### config.mk
export PLATFORM = sky130hd
export DESIGN_NAME = balanced_delimiter_matcher_flat
export DESIGN_NICKNAME = d
export VERILOG_FILES = /design/src/hw/rtl/bdm_pkg.sv /design/src/hw/rtl/bdm_req_if.sv /design/src/hw/rtl/bdm_rsp_if.sv /design/src/hw/rtl/bdm_scan.sv /design/src/hw/rtl/bdm_result.sv /design/src/hw/rtl/balanced_delimiter_matcher.sv /design/src/flat_wrapper.sv
export VERILOG_INCLUDE_DIRS = /design/src /design/src/hw/rtl
export SDC_FILE = /design/constraint.sdc
export NUM_CORES = 1
export LEC_CHECK = 0
export ABC_AREA = 1
export ABC_CLOCK_PERIOD_IN_PS = 4500
export BUFFER_PORTS_ARGS = -buffer_cell sky130_fd_sc_hd__buf_2
export CAP_MARGIN = 0
export CORE_UTILIZATION = 47
export CTS_BUF_LIST = sky130_fd_sc_hd__clkbuf_8
export DETAILED_ROUTE_END_ITERATION = 7
export PLACE_DENSITY = 0.72
export SYNTH_ARGS = -nofsm -noshare
export SYNTH_HDL_FRONTEND = slang
export SYNTH_HIERARCHICAL = 1
export SYNTH_SLANG_ARGS = --single-unit
### constraint.sdc
create_clock -name clock -period 4.5 [get_ports clock]
set_input_delay 0.225 -clock clock [delete_from_list [all_inputs] [get_ports clock]]
set_output_delay 0.225 -clock clock [all_outputs]
set_load 0.03 [all_outputs]
### src/hw/rtl/balanced_delimiter_matcher_assert.svh
// ----------------------------------------------------------------------------
// balanced_delimiter_matcher_assert.svh
// Assertion macros used by the delimiter matcher RTL.
// ----------------------------------------------------------------------------
`ifndef BALANCED_DELIMITER_MATCHER_ASSERT_SVH
`define BALANCED_DELIMITER_MATCHER_ASSERT_SVH

// same-cycle implication, skipped while reset is high
`define BDM_ASSERT_IMP(label, clk, rst, ante, cons, msg) \
   label: assert property (@(posedge clk) disable iff (rst) (ante) |-> (cons)) \
      else $error(msg);

// next-cycle implication, skipped while reset is high
`define BDM_ASSERT_NXT(label, clk, rst, ante, cons, msg) \
   label: assert property (@(posedge clk) disable iff (rst) (ante) |=> (cons)) \
      else $error(msg);

`endif

### src/hw/rtl/bdm_pkg.sv
// ----------------------------------------------------------------------------
// bdm_pkg
// Types and constants of the balanced delimiter matcher.
// ----------------------------------------------------------------------------
`default_nettype none

package bdm_pkg;

   localparam int CSR_INDEX_W = 2;
   localparam int CSR_DATA_W  = 7;
   localparam int DELIM_W     = 7;
   localparam int BYTE_W      = 8;
   localparam int OUT_W       = 17;

   localparam logic [CSR_INDEX_W-1:0] CSR_OPEN_DELIM  = 2'd0;
   localparam logic [CSR_INDEX_W-1:0] CSR_CLOSE_DELIM = 2'd1;
   localparam logic [CSR_INDEX_W-1:0] CSR_CHAR_MODE   = 2'd2;

   localparam logic [DELIM_W-1:0] OPEN_DELIM_RESET  = 7'd123;
   localparam logic [DELIM_W-1:0] CLOSE_DELIM_RESET = 7'd125;

   localparam logic [BYTE_W-1:0] CH_BACKSLASH = 8'h5C;
   localparam logic [BYTE_W-1:0] CH_PERCENT   = 8'h25;
   localparam logic [BYTE_W-1:0] CH_NEWLINE   = 8'h0A;

   localparam logic [1:0] UTF8_CONT_TAG = 2'b10;

   localparam logic signed [OUT_W-1:0] OUT_MAX  = 17'sd65535;
   localparam logic signed [OUT_W-1:0] NO_MATCH = -17'sd1;

   typedef struct packed {
      logic [DELIM_W-1:0] open_delim;
      logic [DELIM_W-1:0] close_delim;
      logic               char_mode;
   } cfg_type;

endpackage

`default_nettype wire

### src/hw/rtl/bdm_req_if.sv
// ----------------------------------------------------------------------------
// bdm_req_if
// Input channel: one text byte per word with string framing flags.
// ----------------------------------------------------------------------------
`default_nettype none

interface bdm_req_if;
   logic       valid;
   logic       ready;
   logic [7:0] text_byte;
   logic       string_end;
   logic       empty_string;

   modport source (output valid, text_byte, string_end, empty_string, input ready);
   modport sink   (input valid, text_byte, string_end, empty_string, output ready);
endinterface

`default_nettype wire

### src/hw/rtl/bdm_rsp_if.sv
// ----------------------------------------------------------------------------
// bdm_rsp_if
// Result channel: span start and length per finished string.
// ----------------------------------------------------------------------------
`default_nettype none

interface bdm_rsp_if;
   logic               valid;
   logic               ready;
   logic signed [16:0] match_start;
   logic signed [16:0] match_length;

   modport source (output valid, match_start, match_length, input ready);
   modport sink   (input valid, match_start, match_length, output ready);
endinterface

`default_nettype wire

### src/hw/rtl/bdm_scan.sv
// ----------------------------------------------------------------------------
// bdm_scan
// Per-string scan state: escape, comment, nesting depth and positions.
// ----------------------------------------------------------------------------
`default_nettype none

module bdm_scan import bdm_pkg::*; #(
   parameter int POS_WIDTH   = 16,
   parameter int DEPTH_WIDTH = 8
) (
   input  logic                 clock,
   input  logic                 reset,
   input  cfg_type              cfg,
   input  logic                 advance,
   input  logic [BYTE_W-1:0]    text_byte,
   input  logic                 last,
   input  logic                 empty_string,
   output logic                 done_in,
   output logic [POS_WIDTH-1:0] start_in,
   output logic [POS_WIDTH-1:0] end_in
);

   logic                   escape_ff, escape_in;
   logic                   comment_ff, comment_in;
   logic [DEPTH_WIDTH-1:0] depth_ff, depth_in;
   logic [POS_WIDTH-1:0]   pos_ff, pos_in;
   logic [POS_WIDTH-1:0]   start_ff;
   logic [POS_WIDTH-1:0]   end_ff;
   logic                   done_ff;
   logic                   active;
   logic                   is_open;
   logic                   is_close;

   assign active   = !empty_string && !done_ff &&
                     !(cfg.char_mode && (text_byte[7:6] == UTF8_CONT_TAG));
   assign is_open  = (text_byte == {1'b0, cfg.open_delim});
   assign is_close = (text_byte == {1'b0, cfg.close_delim});

   always_comb begin
      escape_in  = escape_ff;
      comment_in = comment_ff;
      depth_in   = depth_ff;
      pos_in     = pos_ff;
      start_in   = start_ff;
      end_in     = end_ff;
      done_in    = done_ff;
      if (active) begin
         if (comment_ff) begin
            if (text_byte == CH_NEWLINE) begin
               comment_in = 1'b0;
            end
         end else if (text_byte == CH_NEWLINE) begin
            escape_in = 1'b0;
         end else if (text_byte == CH_BACKSLASH) begin
            escape_in = !escape_ff;
         end else if (escape_ff) begin
            escape_in = 1'b0;
         end else if (text_byte == CH_PERCENT) begin
            comment_in = 1'b1;
         end else if (is_close) begin
            if (depth_ff > DEPTH_WIDTH'(1)) begin
               depth_in = depth_ff - DEPTH_WIDTH'(1);
            end else if (depth_ff == DEPTH_WIDTH'(1)) begin
               end_in  = pos_ff;
               done_in = 1'b1;
            end else if (cfg.open_delim == cfg.close_delim) begin
               start_in = pos_ff;
               depth_in = DEPTH_WIDTH'(1);
            end
         end else if (is_open) begin
            if (depth_ff == '0) begin
               start_in = pos_ff;
            end
            if (depth_ff != '1) begin
               depth_in = depth_ff + DEPTH_WIDTH'(1);
            end
         end
         if (pos_ff != '1) begin
            pos_in = pos_ff + POS_WIDTH'(1);
         end
      end
   end

   always_ff @(posedge clock) begin
      if (reset || (advance && last)) begin
         escape_ff  <= 1'b0;
         comment_ff <= 1'b0;
         depth_ff   <= '0;
         pos_ff     <= '0;
         start_ff   <= '0;
         end_ff     <= '0;
         done_ff    <= 1'b0;
      end else if (advance) begin
         escape_ff  <= escape_in;
         comment_ff <= comment_in;
         depth_ff   <= depth_in;
         pos_ff     <= pos_in;
         start_ff   <= start_in;
         end_ff     <= end_in;
         done_ff    <= done_in;
      end
   end

endmodule

`default_nettype wire

### src/hw/rtl/bdm_result.sv
// ----------------------------------------------------------------------------
// bdm_result
// Result register: saturate span start and length, hold until taken.
// ----------------------------------------------------------------------------
`default_nettype none

module bdm_result import bdm_pkg::*; #(
   parameter int POS_WIDTH = 16
) (
   input  logic                    clock,
   input  logic                    reset,
   input  logic                    load,
   input  logic                    take,
   input  logic                    done,
   input  logic [POS_WIDTH-1:0]    span_start,
   input  logic [POS_WIDTH-1:0]    span_end,
   output logic                    valid_ff,
   output logic signed [OUT_W-1:0] start_ff,
   output logic signed [OUT_W-1:0] length_ff
);

   localparam int SW = (POS_WIDTH + 1 > OUT_W) ? POS_WIDTH + 1 : OUT_W;

   logic [SW-1:0]           start_wide;
   logic [SW-1:0]           length_wide;
   logic signed [OUT_W-1:0] start_in;
   logic signed [OUT_W-1:0] length_in;

   assign start_wide  = SW'(span_start) + SW'(1);
   assign length_wide = SW'(span_end - span_start) + SW'(1);

   always_comb begin
      if (!done) begin
         start_in  = NO_MATCH;
         length_in = NO_MATCH;
      end else begin
         start_in  = (start_wide > SW'(OUT_MAX)) ? OUT_MAX : start_wide[OUT_W-1:0];
         length_in = (length_wide > SW'(OUT_MAX)) ? OUT_MAX : length_wide[OUT_W-1:0];
      end
   end

   always_ff @(posedge clock) begin
      if (reset) begin
         valid_ff <= 1'b0;
      end else if (load) begin
         valid_ff <= 1'b1;
      end else if (take) begin
         valid_ff <= 1'b0;
      end
   end

   always_ff @(posedge clock) begin
      if (load) begin
         start_ff  <= start_in;
         length_ff <= length_in;
      end
   end

endmodule

`default_nettype wire

### src/hw/rtl/balanced_delimiter_matcher.sv
// ----------------------------------------------------------------------------
// balanced_delimiter_matcher
// Finds the first balanced delimiter span of each string in a byte stream.
// ----------------------------------------------------------------------------
// Usage:
//   req_ch carries one text byte per word, with string_end on the last byte
//   of a string; a word with empty_string set carries no byte and ends the
//   string in progress. rsp_ch returns one word per finished string: the
//   1-based start and the length of the first balanced span, or -1 for both.
//   csr_we/csr_index/csr_wdata set the open delimiter, the close delimiter
//   and character mode; write them only while the block is idle.
//   Throughput: one byte per cycle, except while a string end waits for rsp_ch.
//   Results are registered: after its last word is accepted, a string's
//   result passes from the input register to the result register.
//   If rsp_ch stalls, the result register holds and bytes that end no string
//   keep flowing; a string end waits in the input register, and req_ch.ready
//   drops only while it waits.
//   Reset clears all scan state and the result valid flag and restores the
//   register defaults: open 123, close 125, character mode on.
// ----------------------------------------------------------------------------
`default_nettype none

module balanced_delimiter_matcher import bdm_pkg::*; #(
   parameter int POS_WIDTH   = 16,
   parameter int DEPTH_WIDTH = 8
) (
   input  logic                   clock,
   input  logic                   reset,
   bdm_req_if.sink                req_ch,
   bdm_rsp_if.source              rsp_ch,
   input  logic                   csr_we,
   input  logic [CSR_INDEX_W-1:0] csr_index,
   input  logic [CSR_DATA_W-1:0]  csr_wdata
);

`include "balanced_delimiter_matcher_assert.svh"

   cfg_type              cfg_ff;
   logic                 in_valid_ff;
   logic [BYTE_W-1:0]    in_byte_ff;
   logic                 in_end_ff;
   logic                 in_empty_ff;
   logic                 in_last;
   logic                 advance;
   logic                 accept;
   logic                 done_in;
   logic [POS_WIDTH-1:0] start_in;
   logic [POS_WIDTH-1:0] end_in;

   always_ff @(posedge clock) begin
      if (reset) begin
         cfg_ff.open_delim  <= OPEN_DELIM_RESET;
         cfg_ff.close_delim <= CLOSE_DELIM_RESET;
         cfg_ff.char_mode   <= 1'b1;
      end else if (csr_we) begin
         unique case (csr_index)
            CSR_OPEN_DELIM:  cfg_ff.open_delim  <= csr_wdata;
            CSR_CLOSE_DELIM: cfg_ff.close_delim <= csr_wdata;
            CSR_CHAR_MODE:   cfg_ff.char_mode   <= csr_wdata[0];
            default: ;
         endcase
      end
   end

   assign in_last      = in_end_ff || in_empty_ff;
   assign advance      = in_valid_ff && (!in_last || !rsp_ch.valid || rsp_ch.ready);
   assign req_ch.ready = !in_valid_ff || advance;
   assign accept       = req_ch.valid && req_ch.ready;

   always_ff @(posedge clock) begin
      if (reset) begin
         in_valid_ff <= 1'b0;
      end else if (accept) begin
         in_valid_ff <= 1'b1;
      end else if (advance) begin
         in_valid_ff <= 1'b0;
      end
   end

   always_ff @(posedge clock) begin
      if (accept) begin
         in_byte_ff  <= req_ch.text_byte;
         in_end_ff   <= req_ch.string_end;
         in_empty_ff <= req_ch.empty_string;
      end
   end

   bdm_scan #(
      .POS_WIDTH   (POS_WIDTH),
      .DEPTH_WIDTH (DEPTH_WIDTH)
   ) u_scan (
      .clock        (clock),
      .reset        (reset),
      .cfg          (cfg_ff),
      .advance      (advance),
      .text_byte    (in_byte_ff),
      .last         (in_last),
      .empty_string (in_empty_ff),
      .done_in      (done_in),
      .start_in     (start_in),
      .end_in       (end_in)
   );

   bdm_result #(
      .POS_WIDTH (POS_WIDTH)
   ) u_result (
      .clock      (clock),
      .reset      (reset),
      .load       (advance && in_last),
      .take       (rsp_ch.ready),
      .done       (done_in),
      .span_start (start_in),
      .span_end   (end_in),
      .valid_ff   (rsp_ch.valid),
      .start_ff   (rsp_ch.match_start),
      .length_ff  (rsp_ch.match_length)
   );

   `BDM_ASSERT_NXT(a_held_word_kept, clock, reset, in_valid_ff && !advance, in_valid_ff, "held input word lost")
   `BDM_ASSERT_IMP(a_ready_when_empty, clock, reset, !in_valid_ff, req_ch.ready, "input stage empty but not ready")
   `BDM_ASSERT_IMP(a_no_match_pair, clock, reset, rsp_ch.valid && (rsp_ch.match_start == NO_MATCH), rsp_ch.match_length == NO_MATCH, "no-match result with a length")
   `BDM_ASSERT_IMP(a_match_length_pos, clock, reset, rsp_ch.valid && (rsp_ch.match_start != NO_MATCH), rsp_ch.match_length > 17'sd0, "match without positive length")

endmodule

`default_nettype wire
### src/flat_wrapper.sv
// flat-port wrapper written by rule: the top's interface ports become plain ports
module balanced_delimiter_matcher_flat import bdm_pkg::*;
#(
   parameter int POS_WIDTH   = 16,
   parameter int DEPTH_WIDTH = 8
)
  (clock, reset, csr_we, csr_index, csr_wdata, req_ch_valid, req_ch_text_byte, req_ch_string_end, req_ch_empty_string, req_ch_ready, rsp_ch_valid, rsp_ch_match_start, rsp_ch_match_length, rsp_ch_ready);
  bdm_req_if req_ch_i ();
  bdm_rsp_if rsp_ch_i ();
  input  logic clock;
  input  logic reset;
  input  logic csr_we;
  input  logic [CSR_INDEX_W-1:0] csr_index;
  input  logic [CSR_DATA_W-1:0] csr_wdata;
  input wire logic [$bits(req_ch_i.valid)-1:0] req_ch_valid;
  input wire logic [$bits(req_ch_i.text_byte)-1:0] req_ch_text_byte;
  input wire logic [$bits(req_ch_i.string_end)-1:0] req_ch_string_end;
  input wire logic [$bits(req_ch_i.empty_string)-1:0] req_ch_empty_string;
  output wire logic [$bits(req_ch_i.ready)-1:0] req_ch_ready;
  output wire logic [$bits(rsp_ch_i.valid)-1:0] rsp_ch_valid;
  output wire logic [$bits(rsp_ch_i.match_start)-1:0] rsp_ch_match_start;
  output wire logic [$bits(rsp_ch_i.match_length)-1:0] rsp_ch_match_length;
  input wire logic [$bits(rsp_ch_i.ready)-1:0] rsp_ch_ready;
  assign req_ch_i.valid = req_ch_valid;
  assign req_ch_i.text_byte = req_ch_text_byte;
  assign req_ch_i.string_end = req_ch_string_end;
  assign req_ch_i.empty_string = req_ch_empty_string;
  assign req_ch_ready = req_ch_i.ready;
  assign rsp_ch_valid = rsp_ch_i.valid;
  assign rsp_ch_match_start = rsp_ch_i.match_start;
  assign rsp_ch_match_length = rsp_ch_i.match_length;
  assign rsp_ch_i.ready = rsp_ch_ready;
  balanced_delimiter_matcher #(.POS_WIDTH(POS_WIDTH), .DEPTH_WIDTH(DEPTH_WIDTH)) u_core (.clock(clock), .reset(reset), .req_ch(req_ch_i), .rsp_ch(rsp_ch_i), .csr_we(csr_we), .csr_index(csr_index), .csr_wdata(csr_wdata));
endmodule
### Word level (Yosys, flattened, before mapping)

Cells that the tools add are included.

* register bits: 120
* latch bits: 0
* bits in writable memories: 0
* memory bits (read-only): 0
* input port bits: 24
* output and inout bits: 36
* logic and storage cells: 131
* memories kept: 0

* add/sub/neg operators: 6
* multiply operators: 0
* div/mod/pow operators: 0
* order comparisons: 3
* equal/unequal tests: 14
* shifts and indexed selects: 0
* multiplexer cells: 50
* bitwise operators: 6
* reductions and logical operators: 33

Operators with widths (number)
* two-way mux 16 bit: 21
* two-way mux 8 bit: 6
* > comparator 17 x 16 -> 1 bit (second input constant): 2
* two-way mux 17 bit: 2
* two-way mux 1 bit: 21
* adder 16 x 1 -> 17 bit (second input constant): 1
* adder 17 x 1 -> 17 bit (second input constant): 1
* subtractor 16 x 16 -> 17 bit: 1
* adder 16 x 1 -> 16 bit (second input constant): 1
* equality test 8 x 7 -> 1 bit: 2
* != test 16 bit (second input constant): 1
* AND reduction 11 bit: 1
* adder 8 x 1 -> 8 bit (second input constant): 1
* equality test 8 x 1 -> 1 bit (second input constant): 1
* equality test 8 x 4 -> 1 bit (second input constant): 1
* equality test 8 x 6 -> 1 bit (second input constant): 1
* equality test 8 x 7 -> 1 bit (second input constant): 1
* > comparator 8 x 1 -> 1 bit (second input constant): 1
* zero test 8 bit: 1
* != test 8 bit (second input constant): 1
* AND reduction 2 bit: 4
* nonzero test 2 bit: 4
* subtractor 8 x 1 -> 8 bit (second input constant): 1
* equality test 7 bit: 1
* other kinds (11): 34

### Logic depth before layout (Yosys ltp)

Gate-level depths: netlist of the first run.

* word-level depth: 15
* mapped depth: 26
* mapped depth without buffers: 25

### Cells and area by module

Netlist of the first run, hierarchy kept.

By module, submodules not included
* bdm_scan: instances 1, cells an instance 665, area each 3967.6 sq um, seq. area each 1181.1 sq um
* bdm_result: instances 1, cells an instance 328, area each 2751.4 sq um, seq. area each 1041.0 sq um
* balanced_delimiter_matcher: instances 1, cells an instance 96, area each 987.2 sq um, seq. area each 620.6 sq um

### Worst setup path before layout of the first run

OpenSTA, ideal clock, no wires.

* path type: reg2reg
* from: reg u_core.in_byte_ff[5]
* to: reg u_core.u_result.length_ff[15] (data pin)
* library setup time: 263 ps
* arrival: 3357 ps
* data required time: 4237 ps
* slack: 881 ps
* stages on the path, launching flop included: 23
* path buffers: 1
* period minus slack after synthesis: 3619 ps
* path through: edfxtp_1 > xnor2_1 > nand2_1 > nor2_4 > nand2_2 > nand2_2 > nand3_2 > buf_4 > nand2_1 > nand2_1 > ha_1 > inv_1 > ha_1 > inv_1 > fa_1 > o21ai_1 > inv_1 > o21ai_1 > nand3_1 > nand2_1 > nand2_1 > nand2_1 > nand2_1

* word-level cells in the longest chain between the ends: 13
* elaborated cells between the ends (all ways): 32
* those cells by class: add/sub: 2; order compare: 1; eq/ne: 5; mux: 22; bitwise: 1; reduce/logical: 1

Ends and longest elaborated chain
* start, declared: RTL line balanced_delimiter_matcher.sv:40 `logic [BYTE_W-1:0] in_byte_ff;`
* start signal, assigned: RTL line balanced_delimiter_matcher.sv:82 `in_byte_ff <= req_ch.text_byte;`
* equality test 8 x 7 -> 1 bit: RTL line bdm_scan.sv:36 `assign is_open = (text_byte == {1'b0, cfg.open_delim});`
* two-way mux 16 bit: RTL line bdm_scan.sv:70 `end else if (is_open) begin`
* two-way mux 16 bit: RTL line bdm_scan.sv:60 `end else if (is_close) begin`
* two-way mux 16 bit: RTL line bdm_scan.sv:58 `end else if (text_byte == CH_PERCENT) begin`
* two-way mux 16 bit: RTL line bdm_scan.sv:56 `end else if (escape_ff) begin`
* two-way mux 16 bit: RTL line bdm_scan.sv:54 `end else if (text_byte == CH_BACKSLASH) begin`
* two-way mux 16 bit (*): RTL line bdm_scan.sv:52 `end else if (text_byte == CH_NEWLINE) begin`
* two-way mux 16 bit (*): RTL line bdm_scan.sv:48 `if (comment_ff) begin`
* two-way mux 16 bit (*): RTL line bdm_scan.sv:47 `if (active) begin`
* via u_core.start_in[1]: RTL line balanced_delimiter_matcher.sv:47 `logic [POS_WIDTH-1:0] start_in;`
* subtractor 16 x 16 -> 17 bit (*): RTL line bdm_result.sv:30 `assign length_wide = SW'(span_end - span_start) + SW'(1);`
* adder 17 x 1 -> 17 bit (*): RTL line bdm_result.sv:30
* > comparator 17 x 16 -> 1 bit: RTL line bdm_result.sv:38 `length_in = (length_wide > SW'(OUT_MAX)) ? OUT_MAX : length_wide[OUT_W-1:0];`
* OR reduction 2 bit (no line)
* end signal, assigned: RTL line bdm_result.sv:55 `length_ff <= length_in;`
* end, declared: RTL line bdm_result.sv:19 `output logic signed [OUT_W-1:0] length_ff`

Mark *: on every way through the listed nets, which the timed path passes. The rest lies on a longest branch.
A chain may end at the register's enable or synchronous reset.

### Worst setup path in the final report of the first run

* from: reg u_core.in_byte_ff[3]
* to: reg u_core.u_result.length_ff[15] (data pin)

* elaborated cells between the ends (all ways): 32
* those cells by class: add/sub: 2; order compare: 1; eq/ne: 5; mux: 22; bitwise: 1; reduce/logical: 1

RTL lines
* equality test 8 x 7 -> 1 bit: RTL line bdm_scan.sv:37 `assign is_close = (text_byte == {1'b0, cfg.close_delim});`
* two-way mux 16 bit: RTL line bdm_scan.sv:60
* two-way mux 16 bit: RTL line bdm_scan.sv:58
* two-way mux 16 bit: RTL line bdm_scan.sv:56
* two-way mux 16 bit: RTL line bdm_scan.sv:54
* two-way mux 16 bit (*): RTL line bdm_scan.sv:52
* two-way mux 16 bit (*): RTL line bdm_scan.sv:48
* two-way mux 16 bit (*): RTL line bdm_scan.sv:47
* via u_core.end_in[1]: RTL line balanced_delimiter_matcher.sv:48 `logic [POS_WIDTH-1:0] end_in;`
* subtractor 16 x 16 -> 17 bit (*): RTL line bdm_result.sv:30
* adder 17 x 1 -> 17 bit (*): RTL line bdm_result.sv:30
* > comparator 17 x 16 -> 1 bit: RTL line bdm_result.sv:38
* OR reduction 2 bit (no line)

Marked as above.

==> results.md, run 1 <==
* Reg2Reg Setup Slack at 0.40 ns
* Share of cells above drive strength 1 at 0.140
* Fmax at 244 MHz
* Initial DRC Count at 444
* Max_cap viols at 0
* Final TNS setup at 0 ns
* Pwr dens at 304 nW/um2
* DR DRC count at 0
* Sink Count at 120
* Unrepaired setup endpoints after global routing: no
* CP max FO at 13
* Fill count at 1,554
* Total power at 0.00267 W
* Min Hold Slack at 0.0263 ns
* Detailed placer's ending HPWL at 13.0 mm
* Die Ht at 130 um
* Final hold vios at 0
* Total GRT Usage at 0.217
* GR Overflow Total at 0
* Slew headroom at 0.281
* Die area at 16,900 um2
* Slew Limit Fails at 0
* R2R Path End: u_core/u_result/length_ff[15]$_SDFFCE_PP1P_
* Area Overhead vs Synth at 14.0%
* DR vias/cell at 5.00
* Ys async rst share at 0
* Routability congestion estimate at 0.921
* Number of global-route vias before repair at 6,235
* Core Area at 15,900 um2
* Reg2Reg Launch Point: u_core/in_byte_ff[3]$_DFFE_PP_
* Mapped Area at 7710 um2
* Hold Crit Class: input port to register
* TritonCTS clock tree: yes
* Worst Path Arrival at 4.30 ns
* Ant. Diodes at 0
* Final setup fails at 0
* Yosys cell types at 42
* # nets final at 1,228
* Worst VDD drop at 0.182 mV
* Top_reg_cell synth: dfxtp_1
* Routed Antenna Nets at 0
* Worst-margin pin slew at 1.07 ns
* CTS Root Cell: clkbuf_8
* Initial antenna violation count at 0
* Post-synth EDFFs at 44
* Wirelength, routed at 17.4 mm
* Die span in x at 130 um
* Largest net degree at the start of global routing at 66
* Post-CTS setup buffer count at 0
* Num rows at 46
* H-tree depth at 4
* Status: finished, final reports clean
* Average footprint of a synthesized cell at 7.08 um2
* Syn. warnings at 6
* Num CTS Buffers at 17
* Critical Path RT at 4.70 ns
* Synth Net Count at 1,152
* Critical path type: register to register
* WHS Path Cells at 3
* Sequential fraction of the synthesis area at 0.369
* CP Capture Type: register
* Initial core utilization at 0.483
* Pre-Repair DR Iteration Count at 7
* # IOs at 60
* IO Port Bufs at 59
* Vias at 6,967
* Instance count of the mapped netlist at 1,089
* Clock latency on the worst-skew pair at 0.45 ns
* #FFs+latches synth at 120
* CP Launch Type: register
* R2r worst-path depth at 25
* Hold Path End: u_core/in_valid_ff$_SDFFE_PP0P_
* Leakage at 3.88 nW
* Hold path start: req_ch_valid
* Wire per inst at 12.5 um
* Reg clk slew, reported paths at 0.07 ns
* Global-route wire length before repair at 28.6 mm
* Clock skew at 0.00909 ns
* CTS Buffer Depth at 2
* Final Critical Period at 4.10 ns
* Final period util at 0.911
[sequential cells by signal (all words and copies together), names as in the netlist]
signal	cells
u_core/cfg_ff	15
u_core/in_byte_ff	8
u_core/in_empty_ff	1
u_core/in_end_ff	1
u_core/in_valid_ff	1
u_core/u_result/length_ff	17
u_core/u_result/start_ff	17
u_core/u_result/valid_ff	1
u_core/u_scan/comment_ff	1
u_core/u_scan/depth_ff	8
u_core/u_scan/done_ff	1
u_core/u_scan/end_ff	16
u_core/u_scan/escape_ff	1
u_core/u_scan/pos_ff	16
u_core/u_scan/start_ff	16
[timing repair]
| item | CTS | global route |
|---|---|---|
| hold buffers | 17 | 0 |
| endpoints found under the setup margin | 0 | 2 |
| resized for setup | 0 | 2 |
| endpoints found under the hold margin | 17 | 0 |
[critical path: stages, from the launching register on]
cell and delay (ns):
edfxtp_1 0.45, inv_1 0.13, nand2_1 0.06, nand2_1 0.05, nand2_1 0.09, nor2_4 0.18
nand2_2 0.16, nor2_2 0.17, nand2_2 0.22, buf_4 0.24, nand2_1 0.09, o21ai_0 0.14
inv_1 0.09, ha_1 0.22, inv_1 0.06, ha_1 0.16, inv_1 0.06, fa_1 0.42
o21ai_2 0.23, inv_1 0.06, o21ai_1 0.22, nand3_1 0.13, nand2_1 0.08, nand2_1 0.04
nand2_1 0.05, nand2_1 0.04
[cell usage in the layout, fill, tap and decap left out, types with 3 or more instances in the layout]
cell           Yosys  routed
buf_4              2       9
buf_2              6      59
ha_1              38      38
nand3_2           14      13
xor2_1             7       7
inv_1            142     143
bufinv_16          0       3
clkbuf_8           0      19
o21ai_1            6       5
dlygate4sd3_1      0      17
nand4_1           37      37
clkinv_2           0       4
nor2_1           136     136
nor2_4             6       6
edfxtp_1          44      44
nor3_1            13      13
nand2_1          304     304
inv_2              8       8
nor2_2            10      10
o211ai_1           6       6
nand2_2            9       9
o21ai_0           40      40
nand3b_1           4       4
xnor2_1           18      18
nand3_1           81      81
dfxtp_1           76      76
o211ai_2          10      10
a21oi_1           33      33
[logic make-up after synthesis]
kind of cell,after synthesis,share of synthesized area
adders and majority gates,39,0.0643
and+or+nand+nor,619,0.360
buffers and inverters,181,0.0953
xor gates and xnor gates,25,0.0284
AOI/OAI and AO/OA,105,0.0826
DFF,120,0.369
[final cells by class]
| cell class | instances | area [um2] | share of cell area |
|---|---|---|---|
| tap | 216 | 270 | 0.0308 |
| multi-input combinational | 788 | 4150 | 0.472 |
| clock buffer | 19 | 262 | 0.0298 |
| inverter | 153 | 577 | 0.0656 |
| sequential | 120 | 2840 | 0.323 |
| clock inverter | 13 | 153 | 0.0174 |
| timing repair buffer | 85 | 533 | 0.0606 |
[per-layer routing]
metal  track usage  share of wire
met5             0              0
met4        0.0978          0.030
met2         0.362           0.46
met1         0.272           0.47
met3        0.0398          0.041
[stage by stage]
stage / instances / setup WS (ns) / util / cell area (um2)
final: 1394 / 0.402 / 0.551 / 8790
after global routing: 1394 / 0.0430 / 0.551 / 8790
after global placement: 1345 / 0.476 / 0.514 / 8190
after detailed placement: 1345 / 0.381 / 0.514 / 8190
after floorplan: 1089 / 0.881 / - / 7710
after CTS: 1394 / 0.349 / 0.551 / 8780
[worst max path at each step]
| stage | start | endpoint | depth (start not counted) | slack (ns) |
|---|---|---|---|---|
| global placement | u_core/in_byte_ff[2]$_DFFE_PP_ | u_core/u_result/length_ff[15]$_SDFFCE_PP1P_ | 23 | 0.48 |
| floorplan | u_core/in_byte_ff[5]$_DFFE_PP_ | u_core/u_result/length_ff[15]$_SDFFCE_PP1P_ | 22 | 0.88 |
| detailed placement | u_core/in_byte_ff[2]$_DFFE_PP_ | u_core/u_result/length_ff[15]$_SDFFCE_PP1P_ | 23 | 0.38 |
| CTS | u_core/in_byte_ff[2]$_DFFE_PP_ | u_core/u_result/length_ff[15]$_SDFFCE_PP1P_ | 23 | 0.35 |
| global route | u_core/in_byte_ff[3]$_DFFE_PP_ | u_core/u_result/length_ff[15]$_SDFFCE_PP1P_ | 25 | 0.04 |
| finish | u_core/in_byte_ff[3]$_DFFE_PP_ | u_core/u_result/length_ff[15]$_SDFFCE_PP1P_ | 25 | 0.40 |
[power breakdown]
group | switching, W | total [W] | internal, W | leakage [nW]
clock | 0.000445 | 0.00102 | 0.000572 | 0.213
combinational | 0.000297 | 0.000477 | 0.000180 | 2.74
sequential | 0.0000231 | 0.00118 | 0.00115 | 0.923
total | 0.000766 | 0.00267 | 0.00191 | 3.88
[cells in the mapped netlist (4+ instances only)]
| master | instances | area, um2 |
|---|---|---|
| a21oi_1 | 33 | 165 |
| buf_1 | 4 | 15.0 |
| buf_2 | 6 | 30.0 |
| buf_6 | 5 | 56.3 |
| clkbuf_1 | 11 | 41.3 |
| dfxtp_1 | 76 | 1520 |
| edfxtp_1 | 44 | 1320 |
| ha_1 | 38 | 475 |
| inv_1 | 142 | 533 |
| inv_2 | 8 | 30.0 |
| nand2_1 | 304 | 1140 |
| nand2_2 | 9 | 56.3 |
| nand3_1 | 81 | 405 |
| nand3_2 | 14 | 140 |
| nand3b_1 | 4 | 30.0 |
| nand4_1 | 37 | 231 |
| nor2_1 | 136 | 510 |
| nor2_2 | 10 | 62.6 |
| nor2_4 | 6 | 67.6 |
| nor3_1 | 13 | 65.1 |
| o211ai_1 | 6 | 45.0 |
| o211ai_2 | 10 | 125 |
| o21ai_0 | 40 | 200 |
| o21ai_1 | 6 | 30.0 |
| xnor2_1 | 18 | 158 |
| xor2_1 | 7 | 61.3 |
Power figures use the tool's default switching activity.
==> run 2, diff against run 1 <==
- REMOVE_ABC_BUFFERS: default -> 1
- TNS_END_PERCENT: default -> 30
==> run 2 against run 1 <==
Cell area about the same. Worst hold slack better by 0.0051 ns. Die area unchanged. Clock power about the same. Routed wire length down 4.3%. Count of clock-buffer cells in the layout down 2. Via count down 1.3%. Maximum frequency up 2.2%. First-iteration DRC count up 0.90%. Sequential share of layout area about the same. Register-to-register slack better by 0.09 ns. Setup slack better by 0.088 ns.
==> results.md, run 2 (synthesized netlist as in run 1, its figures left out) <==
* R2R Path End: u_core/u_result/length_ff[10]$_SDFFCE_PP1P_
* Pwr dens at 307 nW/um2
* Critical Path RT at 4.69 ns
* Sequential power share at 0.437
* CTS Buffer Depth at 2
* Pre-CTS setup slack at 0.344 ns
* Final setup fails at 0
* CP max FO at 17
* Hold Crit Class: input port to register
* Routed Antenna Nets at 0
* Hold Path End: u_core/cfg_ff[8]$_SDFFE_PP1P_
* Global-route wire length before repair at 27.8 mm
* TritonCTS clock tree: yes
* Psw at 0.000764 W
* Largest net degree at the start of global routing at 67
* Commonest non-fill, non-tap cell in the layout: nand2_1
* Sink Count at 120
* Design Area, Final at 8780 um2
* Slew Limit Fails at 0
* Worst Path Arrival at 4.20 ns
* DR vias/cell at 4.93
* Core Area at 15,900 um2
* Final hold vios at 0
* Leakage at 3.88 nW
* Wirelength, routed at 16.6 mm
* DR DRC count at 0
* Worst-margin pin slew at 1.09 ns
* Clock skew at 0.0107 ns
* Final worst setup slack at 0.490 ns
* Pre-Repair DR Iteration Count at 5
* Pint at 0.00193 W
* Largest registers: u_core/u_result/length_ff: 17 flops, u_core/u_result/start_ff: 17 flops
* Die Ht at 130 um
* # IOs at 60
* Total GRT Usage at 0.209
* Detailed placer's ending HPWL at 12.4 mm
* Number of global-route vias before repair at 6,041
* GR Overflow Total at 0
* Unrepaired setup endpoints after global routing: no
* Routability congestion estimate at 0.892
* Critical path type: register to register
* Commonest cells after routing, fill and taps aside: 304 x nand2_1, 143 x inv_1, 136 x nor2_1
* Post-CTS setup buffer count at 0
* Num rows at 46
* WHS Path Cells at 3
* Area Overhead vs Synth at 13.9%
* Slew headroom at 0.269
* Num CTS Buffers at 17
* Fmax at 249 MHz
* Status: finished, final reports clean
* Initial antenna violation count at 0
* Dpl cell area at 8190 um2
* Initial DRC Count at 448
* R2r worst-path depth at 22
* Clock latency on the worst-skew pair at 0.45 ns
* Die span in x at 130 um
* Reg2Reg Launch Point: u_core/u_scan/depth_ff[1]$_SDFFE_PP0P_
* # nets final at 1,227
* CTS Root Cell: clkbuf_8
* Vias at 6,874
* Switch share at 0.284
* Max_cap viols at 0
* H-tree depth at 4
* Combinational power share at 0.174
* Final period util at 0.891
* CP Launch Type: register
* Initial core utilization at 0.483
* Wire per inst at 11.9 um
* Reg2Reg Setup Slack at 0.49 ns
* Final Critical Period at 4.01 ns
* Worst VDD drop at 0.191 mV
* CP Capture Type: register
* Die area at 16,900 um2
* Hold path start: csr_wdata[0]
* Share of cells above drive strength 1 at 0.138
* Ant. Diodes at 0
* Clock power frac at 0.389
* Min Hold Slack at 0.0315 ns
* IO Port Bufs at 59
* Total power at 0.00269 W
* Reg clk slew, reported paths at 0.07 ns
* Final TNS setup at 0 ns
==> run 2: cell count changes in the layout (fill, tap and decap cells not counted), sizes merged <==
cell         previous run  this run
clkbuf                 19        17
bufinv                  3         4
clkinv                  8         9
dlygate4sd3            17        16
==> run 2: worst max-delay path, cell delays in order, from the launching register on <==
cell	delay [ns]
dfxtp_1	0.39
inv_1	0.11
ha_1	0.19
nand2_1	0.07
nor2_1	0.06
nor2_1	0.13
nand3_1	0.10
nand2_2	0.25
nand3_2	0.24
buf_4	0.24
nand2_1	0.07
nand2_1	0.13
inv_1	0.14
ha_1	0.24
ha_1	0.36
a21oi_1	0.20
o21a_1	0.18
nor2_1	0.05
nor2_1	0.12
a21oi_1	0.09
nor2_2	0.10
buf_4	0.21
nand2_1	0.07
==> run 2: power groups by stage <==
stage	Clock [W]	Combinational, W	Sequential, W
6_report	0.00105	0.000467	0.00118
5_1_grt	0.00111	0.000528	0.00118
4_1_cts	0.00107	0.000464	0.00118
3_5_place_dp	0	0.000450	0.00120
3_3_place_gp	0	0.000447	0.00120
2_1_floorplan	0	0.000353	0.00120
==> run 2: how the worst max path moves through the flow <==
| stage | start | to | slack, ns | cells past startpoint |
|---|---|---|---|---|
| 2_1_floorplan | u_core/in_empty_ff$_DFFE_PP_ | u_core/u_scan/end_ff[10]$_SDFFE_PP0P_ | -0.72 | 8 |
| 3_3_place_gp | u_core/in_byte_ff[3]$_DFFE_PP_ | u_core/u_result/length_ff[15]$_SDFFCE_PP1P_ | 0.44 | 23 |
| 3_5_place_dp | u_core/in_byte_ff[3]$_DFFE_PP_ | u_core/u_result/length_ff[15]$_SDFFCE_PP1P_ | 0.34 | 23 |
| 4_1_cts | u_core/in_byte_ff[5]$_DFFE_PP_ | u_core/u_result/length_ff[15]$_SDFFCE_PP1P_ | 0.32 | 21 |
| 5_1_grt | u_core/in_byte_ff[3]$_DFFE_PP_ | u_core/u_result/length_ff[9]$_SDFFCE_PP1P_ | 0.006 | 23 |
| 6_report | u_core/u_scan/depth_ff[1]$_SDFFE_PP0P_ | u_core/u_result/length_ff[10]$_SDFFCE_PP1P_ | 0.49 | 22 |
==> run 2: metrics by stage <==
stage          std cells   util
2_1_floorplan       1061      -
3_3_place_gp        1345  0.514
3_5_place_dp        1345  0.514
4_1_cts             1393  0.550
5_1_grt             1393  0.551
6_report            1393  0.551
==> run 2: cell type report <==
class	instances	area, um2
Inverter	153	577
Clock inverter	15	184
Timing Repair Buffer	84	523
Fill cell	1521	7160
Multi-Input combinational cell	788	4150
Tap cell	216	270
Sequential cell	120	2840
Clock buffer	17	234
==> run 2: timing repair <==
item / 4_1_cts / 5_1_grt
endpoints found under the hold margin: 17 / 0
setup endpoints to repair: 0 / 16
hold buffers: 16 / 0
resized for setup: 0 / 2
==> run 2: routing by layer <==
| metal | part of all wire | up-vias | track usage |
|---|---|---|---|
| li1 | - | 3669 | - |
| met1 | 0.48 | 3017 | 0.274 |
| met2 | 0.46 | 159 | 0.339 |
| met3 | 0.041 | 29 | 0.0422 |
| met4 | 0.018 | 0 | 0.0793 |
| met5 | 0 | - | 0 |
==> run 3, diff against run 2 <==
- ABC_AREA: 1 -> default
==> run 3 against run 2 <==
Cell count shrank 24%. Critical endpoint is now u_core/u_result/length_ff[5]$_SDFFCE_PP1P_. Routed wire length is 0.55% lower. Clock power down 5%. Register-to-register slack lost 0.46 ns. Clock skew is 0.0019 ns higher. Count of clock-buffer cells in the layout stayed put.
==> results.md, run 3 <==
* Status: finished, final reports clean
* Mapped Area at 7070 um2
* Pwr dens at 264 nW/um2
* Switch share at 0.245
* Sink Count at 120
* Core Area at 14,600 um2
* Reg2Reg Setup Slack at 0.03 ns
* #FFs+latches synth at 120
* CP Capture Type: register
* WHS Path Cells at 3
* Initial antenna violation count at 0
* Final worst setup slack at 0.0259 ns
* Reg2Reg Launch Point: u_core/in_byte_ff[0]$_DFFE_PP_
* Max_cap viols at 0
* Slew headroom at 0.252
* Reg clk slew, reported paths at 0.08 ns
* Final setup fails at 0
* Die span in x at 125 um
* Leakage at 3.49 nW
* Area contributors post-synth: dfxtp_1 22%, edfxtp_1 19%, mux2i_1 7.5%
* Pint at 0.00174 W
* R2r worst-path depth at 18
* Final period util at 0.994
* Area Overhead vs Synth at 23.4%
* Psw at 0.000562 W
* TritonCTS clock tree: yes
* Wire per inst at 15.7 um
* Initial DRC Count at 387
* Routed Antenna Nets at 0
* Worst-margin pin slew at 1.12 ns
* Share of cells above drive strength 1 at 0.272
* Yosys top cell area share at 0.215
* Clock skew at 0.0126 ns
* Number of global-route vias before repair at 5,308
* Highest-delay cell along the critical path: edfxtp_1
* Wirelength, routed at 16.5 mm
* Syn. warnings at 6
* Post-synth EDFFs at 44
* Ant. Diodes at 0
* Combinational power share at 0.063
* Worst Path Arrival at 4.67 ns
* Final hold vios at 0
* Buffers plus inverters on the worst setup path at 5
* Slew Limit Fails at 0
* Critical path type: register to register
* CTS Root Cell: clkbuf_8
* Initial core utilization at 0.484
* CTS Buffer Depth at 2
* Critical path's top delay family: simple AND/OR/NAND/NOR gates
* Detailed placer's ending HPWL at 10.6 mm
* Average footprint of a synthesized cell at 9.54 um2
* Pre-CTS setup slack at -0.0263 ns
* Sequential fraction of the synthesis area at 0.402
* CP Launch Type: register
* Area leader, netlist: dfxtp_1
* CP Cell Sequence: xor2_2 -> nor4_2 -> buf_4 -> nand3_4 -> nor4_4 -> buf_12 -> buf_6 -> mux2_2 -> ha_1 -> ha_4 -> o21ai_0 -> buf_4 -> o211ai_4 -> nand3_2 -> a2bb2oi_4 -> mux2i_4 -> buf_12 -> o21ai_0
* Largest registers: u_core/u_result/length_ff: 17 flops, u_core/u_result/start_ff: 17 flops
* Crit-path max cell delay at 0.46 ns
* Global-route wire length before repair at 25.5 mm
* DR vias/cell at 5.54
* Die Ht at 125 um
* Clock latency on the worst-skew pair at 0.45 ns
* # IOs at 60
* Unrepaired setup endpoints after global routing: yes
* Sequential power share at 0.504
* Fmax at 224 MHz
* Instance count of the mapped netlist at 741
* Top-count cell post-synth: nand2_1
* H-tree depth at 4
* Synth cell count leaders: 97 x nand2_1, 76 x dfxtp_1, 61 x nor2_1
* Core Util, Final at 0.598
* DR DRC count at 0
* Critical Path RT at 4.69 ns
* Pre-Repair DR Iteration Count at 5
* Clock power frac at 0.433
* CP max FO at 16
* Die area at 15,500 um2
* R2R Path End: u_core/u_result/length_ff[5]$_SDFFCE_PP1P_
* Ys async rst share at 0
* Commonest non-fill, non-tap cell in the layout: nand2_1
* Hold Path End: u_core/cfg_ff[6]$_SDFFE_PP1P_
* Routability congestion estimate at 0.868
* Yosys cell types at 69
* IO Port Bufs at 59
* Hold path start: csr_wdata[5]
* Total GRT Usage at 0.204
* Vias at 5,842
* Hold Crit Class: input port to register
* Final Critical Period at 4.47 ns
* # nets final at 922
* Commonest cells after routing, fill and taps aside: 96 x nand2_1, 76 x dfxtp_1, 60 x nor2_1
* Num CTS Buffers at 17
* Num rows at 44
* GR Overflow Total at 0
* Worst VDD drop at 0.182 mV
* Top_reg_cell synth: dfxtp_1
* Largest net degree at the start of global routing at 45
-- run 3: changes by cell type in the layout (fill, tap and decap cells not counted), moves of 10 or more --
cell,change
a21oi_1,-10
buf_4,+43
inv_1,-113
mux2_2,+29
mux2i_1,+53
nand2_1,-208
nand3_1,-54
nand3_2,-12
nand4_1,-23
nor2_1,-76
nor2_2,-10
o211ai_2,-10
o21ai_0,-14
xor2_1,+20
-- run 3: cells by family after synthesis --
logic type,Yosys count,synth area share
and+or+nand+nor,287,0.205
DFF,120,0.402
AOI/OAI and AO/OA,100,0.0930
muxes,87,0.131
buffers and inverters,59,0.0375
xor gates and xnor gates,49,0.0607
adders and majority gates,39,0.0701
-- run 3: tightest hold or removal path: stages --
cell,delay (ns)
buf_2,0.07
nor2_1,0.04
mux2i_1,0.11
-- run 3: final cells by class --
| class | instances | area (um2) |
|---|---|---|
| Sequential cell | 120 | 2840 |
| Inverter | 30 | 113 |
| Timing Repair Buffer | 128 | 918 |
| Multi-Input combinational cell | 562 | 4220 |
| Clock buffer | 17 | 234 |
| Clock inverter | 14 | 158 |
| Fill cell | 1202 | 5870 |
| Tap cell | 184 | 230 |
-- run 3: worst max-delay path by stage --
stage                                   startpoint                                          end  slack, ns  cells past startpoint
floorplan           u_core/in_byte_ff[6]$_DFFE_PP_  u_core/u_result/length_ff[15]$_SDFFCE_PP1P_      -0.24                     15
global placement    u_core/in_byte_ff[3]$_DFFE_PP_   u_core/u_result/length_ff[5]$_SDFFCE_PP1P_       0.12                     17
detailed placement  u_core/in_byte_ff[3]$_DFFE_PP_  u_core/u_result/length_ff[11]$_SDFFCE_PP1P_      -0.03                     18
CTS                 u_core/in_byte_ff[3]$_DFFE_PP_  u_core/u_result/length_ff[11]$_SDFFCE_PP1P_       0.02                     18
global route        u_core/in_byte_ff[0]$_DFFE_PP_   u_core/u_result/length_ff[5]$_SDFFCE_PP1P_      -0.13                     17
finish              u_core/in_byte_ff[0]$_DFFE_PP_   u_core/u_result/length_ff[5]$_SDFFCE_PP1P_       0.03                     18
-- run 3: repair_timing --
| action | CTS | global route |
|---|---|---|
| cloned | 0 | 2 |
| pin swaps | 0 | 19 |
| endpoints found under the hold margin | 10 | 0 |
| resized for setup | 1 | 44 |
| endpoints found under the setup margin | 5 | 16 |
| buffers inserted | 0 | 26 |
| hold buffers | 10 | 0 |
-- run 3: per-layer routing --
metal | vias up | share of wire | GRT usage
met4 | 0 | 0.0078 | 0.0581
li1 | 2877 | - | -
met2 | 172 | 0.49 | 0.329
met1 | 2783 | 0.46 | 0.271
met5 | - | 0 | 0
met3 | 10 | 0.047 | 0.0485
-- run 3: through the flow --
step	area, um2	hold WS, ns	instances	TNS [ns]	total power, W
final	8720	0.0338	1055	0	0.00230
after global routing	8720	0.0393	1055	-1.48	0.00238
after CTS	8230	0.0199	1028	0	0.00229
after detailed placement	7730	0.403	987	-0.0263	0.00130
after global placement	7730	0.402	987	0	0.00130
after floorplan	6910	0.297	712	-3.08	0.00125
-- run 3: power groups by stage --
stage	clock, W	sequential (W)	combinational (W)
floorplan	0	0.00120	0.0000587
global placement	0	0.00118	0.000119
detailed placement	0	0.00118	0.000121
CTS	0.00101	0.00116	0.000128
global route	0.00106	0.00116	0.000157
finish	0.000995	0.00116	0.000146
